**src/rtl/akbc_pkg.sv**
```systemverilog
// ----------------------------------------------------------------------------
// akbc_pkg
// Shared types, constants and helper functions of the autokey byte cipher.
// ----------------------------------------------------------------------------
package akbc_pkg;

  localparam logic [31:0] KeyMul   = 32'd53761;
  localparam logic [31:0] KeyAdd   = 32'd32618;
  localparam logic [31:0] KeyReset = 32'd5;

  // Configuration register indexes.
  localparam logic CfgMode   = 1'b0;
  localparam logic CfgDefKey = 1'b1;

  // Mode register values.
  localparam logic ModeEncrypt = 1'b0;
  localparam logic ModeDecrypt = 1'b1;

  // Input item kinds.
  localparam logic KindData  = 1'b0;
  localparam logic KindStart = 1'b1;

  typedef enum logic [1:0] {
    OP_LOAD,
    OP_ENC,
    OP_DEC
  } akbc_op_e;

  // One operation handed from the front end to the cipher core.
  typedef struct packed {
    akbc_op_e    op;
    logic [31:0] data;
    logic        bad;
  } akbc_op_t;

  // Uppercase ASCII character of a nibble.
  function automatic logic [7:0] hex_char(input logic [3:0] nib);
    logic [7:0] ext;
    ext = {4'b0000, nib};
    if (nib < 4'd10) begin
      return 8'h30 + ext;
    end
    return 8'h37 + ext;
  endfunction

  // Digit value of an ASCII hex character; bit 4 is set for a non-hex character.
  function automatic logic [4:0] hex_value(input logic [7:0] c);
    logic [7:0] d;
    d = 8'h00;
    if (c >= 8'h30 && c <= 8'h39) begin
      d = c - 8'h30;
      return {1'b0, d[3:0]};
    end
    if (c >= 8'h41 && c <= 8'h46) begin
      d = c - 8'h37;
      return {1'b0, d[3:0]};
    end
    if (c >= 8'h61 && c <= 8'h66) begin
      d = c - 8'h57;
      return {1'b0, d[3:0]};
    end
    return 5'b10000;
  endfunction

endpackage

```
**src/rtl/akbc_if.sv**
```systemverilog
// ----------------------------------------------------------------------------
// akbc_in_if / akbc_out_if
// Valid/ready channels for input words and result words.
// ----------------------------------------------------------------------------
interface akbc_in_if;
  logic        valid;
  logic        ready;
  logic        kind;
  logic [7:0]  data_char;
  logic [31:0] start_key;
  logic        final_req;

  modport source (output valid, kind, data_char, start_key, final_req, input ready);
  modport sink   (input valid, kind, data_char, start_key, final_req, output ready);
endinterface

interface akbc_out_if;
  logic       valid;
  logic       ready;
  logic [7:0] out_byte;
  logic       last;
  logic       bad_digit;

  modport source (output valid, out_byte, last, bad_digit, input ready);
  modport sink   (input valid, out_byte, last, bad_digit, output ready);
endinterface

```
**src/rtl/akbc_front.sv**
```systemverilog
// ----------------------------------------------------------------------------
// akbc_front
// Accepts input words, pairs hex digits in decrypt mode and issues operations.
// ----------------------------------------------------------------------------
module akbc_front
  import akbc_pkg::*;
(
  input  logic         clk_i,
  input  logic         rst_ni,
  input  logic         mode_i,
  input  logic [31:0]  default_key_i,
  akbc_in_if.sink      in_if,
  input  logic         push_ready_i,
  output logic         push_valid_o,
  output akbc_op_t     push_data_o
);

  logic       accept;
  logic [4:0] digit;
  logic       dgt_bad;
  logic       issue;
  logic [3:0] held_digit_q, held_digit_d;
  logic       digit_held_q, digit_held_d;
  logic       held_bad_q, held_bad_d;

  assign in_if.ready = push_ready_i;
  assign accept      = in_if.valid && push_ready_i;
  assign digit       = hex_value(in_if.data_char);
  assign dgt_bad     = digit[4];

  always_comb begin
    issue             = 1'b0;
    push_data_o.op    = OP_LOAD;
    push_data_o.data  = 32'd0;
    push_data_o.bad   = 1'b0;
    held_digit_d      = held_digit_q;
    digit_held_d      = digit_held_q;
    held_bad_d        = held_bad_q;
    if (in_if.kind == KindStart) begin
      issue            = 1'b1;
      push_data_o.op   = OP_LOAD;
      push_data_o.data = (in_if.start_key != 32'd0) ? in_if.start_key : default_key_i;
      held_digit_d     = 4'd0;
      digit_held_d     = 1'b0;
      held_bad_d       = 1'b0;
    end else if (mode_i == ModeEncrypt) begin
      issue            = 1'b1;
      push_data_o.op   = OP_ENC;
      push_data_o.data = {24'd0, in_if.data_char};
    end else if (digit_held_q) begin
      issue          = 1'b1;
      push_data_o.op = OP_DEC;
      if (held_bad_q) begin
        push_data_o.bad = 1'b1;
      end else if (dgt_bad) begin
        push_data_o.data = {28'd0, held_digit_q};
        push_data_o.bad  = 1'b1;
      end else begin
        push_data_o.data = {24'd0, held_digit_q, digit[3:0]};
      end
      held_digit_d = 4'd0;
      digit_held_d = 1'b0;
      held_bad_d   = 1'b0;
    end else if (in_if.final_req) begin
      issue            = 1'b1;
      push_data_o.op   = OP_DEC;
      push_data_o.data = dgt_bad ? 32'd0 : {28'd0, digit[3:0]};
      push_data_o.bad  = dgt_bad;
    end else begin
      digit_held_d = 1'b1;
      held_bad_d   = dgt_bad;
      held_digit_d = dgt_bad ? 4'd0 : digit[3:0];
    end
  end

  assign push_valid_o = accept && issue;

  always_ff @(posedge clk_i or negedge rst_ni) begin
    if (!rst_ni) begin
      held_digit_q <= 4'd0;
      digit_held_q <= 1'b0;
      held_bad_q   <= 1'b0;
    end else if (accept) begin
      held_digit_q <= held_digit_d;
      digit_held_q <= digit_held_d;
      held_bad_q   <= held_bad_d;
    end
  end

endmodule

```
**src/rtl/akbc_fifo.sv**
```systemverilog
// ----------------------------------------------------------------------------
// akbc_fifo
// Short operation queue between the front end and the cipher core.
// ----------------------------------------------------------------------------
module akbc_fifo
  import akbc_pkg::*;
#(
  parameter int Depth = 2
) (
  input  logic     clk_i,
  input  logic     rst_ni,
  input  logic     push_valid_i,
  input  akbc_op_t push_data_i,
  output logic     push_ready_o,
  output logic     pop_valid_o,
  output akbc_op_t pop_data_o,
  input  logic     pop_ready_i
);

  localparam int PtrW = (Depth > 1) ? $clog2(Depth) : 1;
  localparam int CntW = $clog2(Depth + 1);

  akbc_op_t        entries_q [Depth];
  logic [PtrW-1:0] wr_ptr_q, rd_ptr_q;
  logic [CntW-1:0] count_q;
  logic            do_push, do_pop;

  assign push_ready_o = (count_q != CntW'(Depth));
  assign pop_valid_o  = (count_q != '0);
  assign pop_data_o   = entries_q[rd_ptr_q];
  assign do_push      = push_valid_i && push_ready_o;
  assign do_pop       = pop_valid_o && pop_ready_i;

  always_ff @(posedge clk_i or negedge rst_ni) begin
    if (!rst_ni) begin
      wr_ptr_q <= '0;
      rd_ptr_q <= '0;
      count_q  <= '0;
    end else begin
      if (do_push) begin
        wr_ptr_q <= (wr_ptr_q == PtrW'(Depth - 1)) ? '0 : wr_ptr_q + 1'b1;
      end
      if (do_pop) begin
        rd_ptr_q <= (rd_ptr_q == PtrW'(Depth - 1)) ? '0 : rd_ptr_q + 1'b1;
      end
      if (do_push && !do_pop) begin
        count_q <= count_q + 1'b1;
      end else if (do_pop && !do_push) begin
        count_q <= count_q - 1'b1;
      end
    end
  end

  always_ff @(posedge clk_i) begin
    if (do_push) begin
      entries_q[wr_ptr_q] <= push_data_i;
    end
  end

endmodule

```
**src/rtl/akbc_core.sv**
```systemverilog
// ----------------------------------------------------------------------------
// akbc_core
// Holds the running key, ciphers one byte per operation and drives results.
// ----------------------------------------------------------------------------
module akbc_core
  import akbc_pkg::*;
(
  input  logic       clk_i,
  input  logic       rst_ni,
  input  logic       op_valid_i,
  input  akbc_op_t   op_data_i,
  output logic       op_ready_o,
  akbc_out_if.source out_if
);

  logic [31:0] key_q;
  logic [31:0] key_sum;
  logic [31:0] key_next;
  logic [7:0]  pad;
  logic [7:0]  enc_byte;
  logic [7:0]  feed;
  logic        out_free;
  logic        take;
  logic        pend_q;
  logic [7:0]  pend_char_q;
  logic        out_valid_q;
  logic [7:0]  out_byte_q;
  logic        last_q;
  logic        bad_q;

  assign pad      = key_q[15:8];
  assign enc_byte = op_data_i.data[7:0] ^ pad;
  assign feed     = (op_data_i.op == OP_ENC) ? enc_byte : op_data_i.data[7:0];
  assign key_sum  = key_q + {24'd0, feed};
  assign key_next = key_sum * KeyMul + KeyAdd;

  assign out_free   = !out_valid_q || out_if.ready;
  assign op_ready_o = (op_data_i.op == OP_LOAD) || (!pend_q && out_free);
  assign take       = op_valid_i && op_ready_o;

  assign out_if.valid     = out_valid_q;
  assign out_if.out_byte  = out_byte_q;
  assign out_if.last      = last_q;
  assign out_if.bad_digit = bad_q;

  always_ff @(posedge clk_i or negedge rst_ni) begin
    if (!rst_ni) begin
      key_q       <= KeyReset;
      pend_q      <= 1'b0;
      out_valid_q <= 1'b0;
    end else begin
      if (take) begin
        key_q <= (op_data_i.op == OP_LOAD) ? op_data_i.data : key_next;
      end
      if (pend_q && out_free) begin
        out_valid_q <= 1'b1;
        pend_q      <= 1'b0;
      end else if (take && op_data_i.op != OP_LOAD) begin
        out_valid_q <= 1'b1;
        pend_q      <= (op_data_i.op == OP_ENC);
      end else if (out_if.ready) begin
        out_valid_q <= 1'b0;
      end
    end
  end

  always_ff @(posedge clk_i) begin
    if (pend_q && out_free) begin
      out_byte_q <= pend_char_q;
      last_q     <= 1'b1;
      bad_q      <= 1'b0;
    end else if (take) begin
      case (op_data_i.op)
        OP_ENC: begin
          out_byte_q  <= hex_char(enc_byte[7:4]);
          pend_char_q <= hex_char(enc_byte[3:0]);
          last_q      <= 1'b0;
          bad_q       <= 1'b0;
        end
        OP_DEC: begin
          out_byte_q <= enc_byte;
          last_q     <= 1'b1;
          bad_q      <= op_data_i.bad;
        end
        default: begin
        end
      endcase
    end
  end

endmodule

```
**src/rtl/autokey_byte_cipher_hex.sv**
```systemverilog
// ----------------------------------------------------------------------------
// autokey_byte_cipher_hex
// Byte autokey stream cipher with a 32-bit running key and hex text framing.
// ----------------------------------------------------------------------------
// Input words arrive on in_if and result words leave on out_if, both with a
// valid/ready handshake. A start word loads the running key from start_key, or
// from the default key register when start_key is zero, and yields no result.
// In encrypt mode every data word yields two uppercase hex characters; in
// decrypt mode every pair of hex characters yields one plain byte.
// The front end takes one word per cycle into a short operation queue while
// the queue has room. The cipher core retires one operation per cycle while
// the output register is free and no low hex character is pending; its key
// update (one add, one constant multiply, one add) is combinational. The
// output register sends one result per cycle while the receiver is ready.
// A result word passes the operation queue and then the output register.
// When the receiver stalls, the output register holds its word, the queue
// fills, and in_if.ready drops once the queue is full.
// Reset clears the queue and the output, sets the running key and default key
// to five and selects encrypt mode. Configuration writes belong in idle time.
// ----------------------------------------------------------------------------
module autokey_byte_cipher_hex
  import akbc_pkg::*;
#(
  parameter int QueueDepth = 2
) (
  input  logic        clk_i,
  input  logic        rst_ni,
  akbc_in_if.sink     in_if,
  akbc_out_if.source  out_if,
  input  logic        cfg_we_i,
  input  logic        cfg_idx_i,
  input  logic [31:0] cfg_wdata_i
);

  logic        mode_q;
  logic [31:0] default_key_q;
  logic        push_valid, push_ready;
  akbc_op_t    push_data;
  logic        op_valid, op_ready;
  akbc_op_t    op_data;

  always_ff @(posedge clk_i or negedge rst_ni) begin
    if (!rst_ni) begin
      mode_q        <= ModeEncrypt;
      default_key_q <= KeyReset;
    end else if (cfg_we_i) begin
      case (cfg_idx_i)
        CfgMode:   mode_q        <= cfg_wdata_i[0];
        CfgDefKey: default_key_q <= cfg_wdata_i;
        default: begin
        end
      endcase
    end
  end

  akbc_front u_front (
    .clk_i         (clk_i),
    .rst_ni        (rst_ni),
    .mode_i        (mode_q),
    .default_key_i (default_key_q),
    .in_if         (in_if),
    .push_ready_i  (push_ready),
    .push_valid_o  (push_valid),
    .push_data_o   (push_data)
  );

  akbc_fifo #(
    .Depth (QueueDepth)
  ) u_fifo (
    .clk_i        (clk_i),
    .rst_ni       (rst_ni),
    .push_valid_i (push_valid),
    .push_data_i  (push_data),
    .push_ready_o (push_ready),
    .pop_valid_o  (op_valid),
    .pop_data_o   (op_data),
    .pop_ready_i  (op_ready)
  );

  akbc_core u_core (
    .clk_i      (clk_i),
    .rst_ni     (rst_ni),
    .op_valid_i (op_valid),
    .op_data_i  (op_data),
    .op_ready_o (op_ready),
    .out_if     (out_if)
  );

endmodule

```
**src/flat_wrapper.sv**
```systemverilog
// flat-port wrapper written by rule: the top's interface ports become plain ports
module autokey_byte_cipher_hex_flat import akbc_pkg::*;
#(
  parameter int QueueDepth = 2
)
  (clk_i, rst_ni, cfg_we_i, cfg_idx_i, cfg_wdata_i, in_if_valid, in_if_kind, in_if_data_char, in_if_start_key, in_if_final_req, in_if_ready, out_if_valid, out_if_out_byte, out_if_last, out_if_bad_digit, out_if_ready);
  akbc_in_if in_if_i ();
  akbc_out_if out_if_i ();
  input  logic clk_i;
  input  logic rst_ni;
  input  logic cfg_we_i;
  input  logic cfg_idx_i;
  input  logic [31:0] cfg_wdata_i;
  input wire logic [$bits(in_if_i.valid)-1:0] in_if_valid;
  input wire logic [$bits(in_if_i.kind)-1:0] in_if_kind;
  input wire logic [$bits(in_if_i.data_char)-1:0] in_if_data_char;
  input wire logic [$bits(in_if_i.start_key)-1:0] in_if_start_key;
  input wire logic [$bits(in_if_i.final_req)-1:0] in_if_final_req;
  output wire logic [$bits(in_if_i.ready)-1:0] in_if_ready;
  output wire logic [$bits(out_if_i.valid)-1:0] out_if_valid;
  output wire logic [$bits(out_if_i.out_byte)-1:0] out_if_out_byte;
  output wire logic [$bits(out_if_i.last)-1:0] out_if_last;
  output wire logic [$bits(out_if_i.bad_digit)-1:0] out_if_bad_digit;
  input wire logic [$bits(out_if_i.ready)-1:0] out_if_ready;
  assign in_if_i.valid = in_if_valid;
  assign in_if_i.kind = in_if_kind;
  assign in_if_i.data_char = in_if_data_char;
  assign in_if_i.start_key = in_if_start_key;
  assign in_if_i.final_req = in_if_final_req;
  assign in_if_ready = in_if_i.ready;
  assign out_if_valid = out_if_i.valid;
  assign out_if_out_byte = out_if_i.out_byte;
  assign out_if_last = out_if_i.last;
  assign out_if_bad_digit = out_if_i.bad_digit;
  assign out_if_i.ready = out_if_ready;
  autokey_byte_cipher_hex #(.QueueDepth(QueueDepth)) u_core (.clk_i(clk_i), .rst_ni(rst_ni), .in_if(in_if_i), .out_if(out_if_i), .cfg_we_i(cfg_we_i), .cfg_idx_i(cfg_idx_i), .cfg_wdata_i(cfg_wdata_i));
endmodule
```
**config.mk**
```make
export PLATFORM = sky130hd
export DESIGN_NAME = autokey_byte_cipher_hex_flat
export DESIGN_NICKNAME = d
export VERILOG_FILES = /design/src/rtl/akbc_pkg.sv /design/src/rtl/akbc_if.sv /design/src/rtl/akbc_front.sv /design/src/rtl/akbc_fifo.sv /design/src/rtl/akbc_core.sv /design/src/rtl/autokey_byte_cipher_hex.sv /design/src/flat_wrapper.sv
export SDC_FILE = /design/constraint.sdc
export NUM_CORES = 1
export LEC_CHECK = 0
export BUFFER_PORTS_ARGS = -buffer_cell sky130_fd_sc_hd__buf_4
export CAP_MARGIN = 20
export CORE_ASPECT_RATIO = 0.8
export CORE_MARGIN = 10
export CORE_UTILIZATION = 30
export CTS_BUF_LIST = sky130_fd_sc_hd__clkbuf_2 sky130_fd_sc_hd__clkbuf_4 sky130_fd_sc_hd__clkbuf_8
export CTS_CLUSTER_SIZE = 16
export DETAILED_ROUTE_END_ITERATION = 7
export PLACE_DENSITY = 0.52
export SYNTH_ARGS = -nofsm -noshare
export SYNTH_HDL_FRONTEND = slang
export SYNTH_SLANG_ARGS = --single-unit
```
**constraint.sdc**
```tcl
create_clock -name clk_i -period 7.16 [get_ports clk_i]
set_input_delay 1.432 -clock clk_i [delete_from_list [all_inputs] [get_ports clk_i]]
set_output_delay 1.432 -clock clk_i [all_outputs]
set_load 0.02 [all_outputs]
```
==> impl_results.md <==
- Post-Synthesis Cells: 605
- Syn. warnings: 0
- Total CTS buffers: 9
- Slew Viols, Final: 0
- Die Height: 149 um
- Crit path DAT: 6.46 ns
- Total core area: around 0.021 mm2
- Period utilization: 86.3%
- Setup tns final: 0 ns
- Yosys reg bits: 100
- Share of the synthesized area in the top cell type: about a quarter
- CP delay by family, top: adder cells
- Crit path kind: register to register
- Detailed Route Iter0 Violations: 166
- R2r worst-path depth: 22
- Detail Placement HPWL: approximately 12 mm
- R2R Path End: u_core.u_core.key_q[15]
- CTS root buffer: clkbuf_8
- H-tree Lvls: 3
- Min-Delay Path Class: register to register
- Top post-synthesis cells by count: 74 x nand2_1, 53 x edfxtp_1, 52 x o21ai_0, 46 x ha_1, 43 x a21oi_1
- Critical Path End Type: register
- Status: finished clean
- Max cap viols: 0
- Max stage delay on crit path: 0.51 ns
- Gp weighted congestion: between 0.9 and 1
- Num rows: 47
- Vias in the first global route: about 4.8k
- Cell mode on critical path: ha_1
- Gr usage total: 11.1%
- Total Wirelength: around 15 mm
- CP Launch Type: register
- Clk_lat worst skew: 0.38 ns
- Minimum clock period: 6.18 ns
- CTS Buffer Depth: 2
- Worst slew margin: 42.7%
- RSZ-0062 raised after global routing: false
- Count leader, synth: nand2_1
- Endpoint of the worst hold path: u_core.u_core.out_if.bad_digit
- Peak Freq: 0.162 GHz
- Hold_buf cts: 0
- Area leader, netlist: edfxtp_1
- DR DRC count: 0
- Initial Util: 30.3%
- Clock Sinks: 100
- I/O Pins: slightly above 90
- Layout net count: roughly 810
- Final hold vios: 0
- Post-CTS sizing: 0
- # setup viols final: 0
- Clk_skew: between 0.01 and 0.015 ns
- Mean Syn Cell Area: 10.3 um2
- WL per Instance: approximately 16 um
- Number of distinct library cells after synthesis: 53
- Req. time, crit path: 7.44 ns
- Mapped cell area: about 0.0062 mm2
- Post-synth EDFFs: 53
- Hold Path Depth: 2
- Seq/Total Area, Yosys: 44.3%
- Grt total ovfl: 0
- Antenna Violating Nets Remaining: 0
- Syn Nets: 738
- Slew @ Worst Pin: 0.859 ns
- DR vias/cell: approximately 4.8
- Buffers on Ports: 75
- Area Overhead vs Synth: 16.8%
- R2R Setup Slk: 0.98 ns
- Initial antenna violation count: 0
- Layout cells sized above 1: 19.5%
- Async SR Flop Fraction: 45.0%
- Worst-path clk slew: 0.10 ns
- Post-CTS Setup Bufs: 0
- Worst reg2reg startpoint: u_core.u_fifo.rd_ptr_q
- Prevailing post-synth register cell: edfxtp_1
- DR pass1 iterations: 4
- Largest net degree at the start of global routing: 46
- Slowest cell on the critical path: fa_1
- CP Max Fanout: 9
- Ranking of synthesized cells by area: edfxtp_1 25%, dfrtp_1 16%, ha_1 9.2%
- Die Wd: 181 um
- Area of the die: 0.0270 mm2
- CTS tree: built
- Hold Crit Start: u_core.u_core.out_if.bad_digit
- Global-route wire length before repair: 24.6 mm
- Cell breakdown of the critical path: mux2i_1 > inv_1 > ha_1 > nand2_1 > xor2_1 > ha_1 > a21o_1 > a21oi_1 > nand2b_1 > nand2b_1 > a21oi_1 > xnor2_1 > fa_1 > ha_1 > fa_1 > ha_1 > ha_1 > a21o_1 > a31oi_4 > xnor3_1 > xor2_1 > o311ai_2
- Worst path bufs/invs: 1
- Routed vias: between 4k and 5k
- Ant. Diodes: 0
## cells by family after synthesis
logic type	after synthesis	share of synthesized area [%]
AOI/OAI and AO/OA	139	13.7
xor gates and xnor gates	54	7.80
adders and majority gates	53	11.5
buffers and inverters	42	2.59
DFF	100	44.3
muxes	41	7.02
and+or+nand+nor	176	13.2
## flip-flops by register name, summed over array words and instances, names as in the netlist, 2 cells and up
register,cells
u_core.u_core.pend_char_q,7
u_core.u_fifo.count_q,2
u_core.u_front.held_digit_q,4
u_core.u_core.key_q,16
u_core.u_core.out_if.out_byte,8
u_core.default_key_q,16
u_core.u_fifo.entries_q,38
## routing by layer
metal / global-route usage (%) / part of all wire (%)
met2: 17.0 / 43
met5: 0 / 0
met1: 14.7 / 50
met3: 3.95 / 6.3
met4: 2.80 / 1.2
## cell usage in the layout (no fill, tap or decap), types with 3 or more instances in the layout
cell	synthesis	layout
buf_4	1	81
nand2_1	74	74
edfxtp_1	53	53
o21ai_0	52	52
ha_1	46	46
a21oi_1	43	43
dfrtp_1	41	41
nor2_1	34	34
xor2_1	27	27
xnor2_1	26	26
mux2_2	22	22
inv_1	21	21
mux2i_1	19	19
nor2b_1	15	15
nand3_1	13	13
clkbuf_8	0	9
nor4_1	8	8
fa_1	7	7
and3_1	6	6
nand2b_1	6	6
nor3_1	6	6
a211o_1	5	5
a21o_1	5	5
nand4_1	5	5
a311oi_1	4	4
o21a_1	4	4
dfstp_2	4	4
o21bai_1	3	3
o21ai_1	3	3
a21o_2	3	3
## through the flow
stage          cell area, um2  hold WS [ns]  setup WS, ns  instances  utilization, %
3_3_place_gp             7110         0.454          1.01        936            34.6
4_1_cts                  7290         0.474         0.930        952            35.4
6_report                 7290         0.468         0.983        952            35.4
5_1_grt                  7290         0.520         0.503        952            35.4
2_1_floorplan            6240         0.454         0.879        605               -
3_5_place_dp             7110         0.461         0.986        936            34.6
## worst reg2reg max path: stages (launching register included)
cell      delay [ns]
dfrtp_1         0.47
mux2i_1         0.33
inv_1           0.08
ha_1            0.33
nand2_1         0.12
xor2_1          0.28
ha_1            0.29
a21o_1          0.17
a21oi_1         0.23
nand2b_1        0.20
nand2b_1        0.07
a21oi_1         0.17
xnor2_1         0.26
fa_1            0.51
ha_1            0.34
fa_1            0.48
ha_1            0.30
ha_1            0.38
a21o_1          0.23
a31oi_4         0.15
xnor3_1         0.33
xor2_1          0.17
o311ai_2        0.20
## area by class of cell
type                    instances  area (um2)
repair buffers                 81         608
clock buffers                  11         139
multi-input cells             463        3320
clock inverters                 5        42.5
well taps                     269         337
fillers                      2081       13300
inverters                      23        86.3
flip-flops and latches        100        2760
## worst max-delay path by stage
| stage | slack, ns | endpoint | from | cells past startpoint |
|---|---|---|---|---|
| after CTS | 0.93 | u_core.u_core.key_q[15] | u_core.u_fifo.rd_ptr_q | 21 |
| after global routing | 0.50 | u_core.u_core.key_q[15] | u_core.u_fifo.rd_ptr_q | 21 |
| final | 0.98 | u_core.u_core.key_q[15] | u_core.u_fifo.rd_ptr_q | 22 |
| after floorplan | 0.88 | u_core.u_core.key_q[15] | u_core.u_fifo.rd_ptr_q | 25 |
| after detailed placement | 0.99 | u_core.u_core.key_q[15] | u_core.u_fifo.rd_ptr_q | 22 |
| after global placement | 1.01 | u_core.u_core.key_q[15] | u_core.u_fifo.rd_ptr_q | 21 |
Power is not shown: default switching activity piles up to over one toggle a cycle in this logic, so the estimate is an artifact.
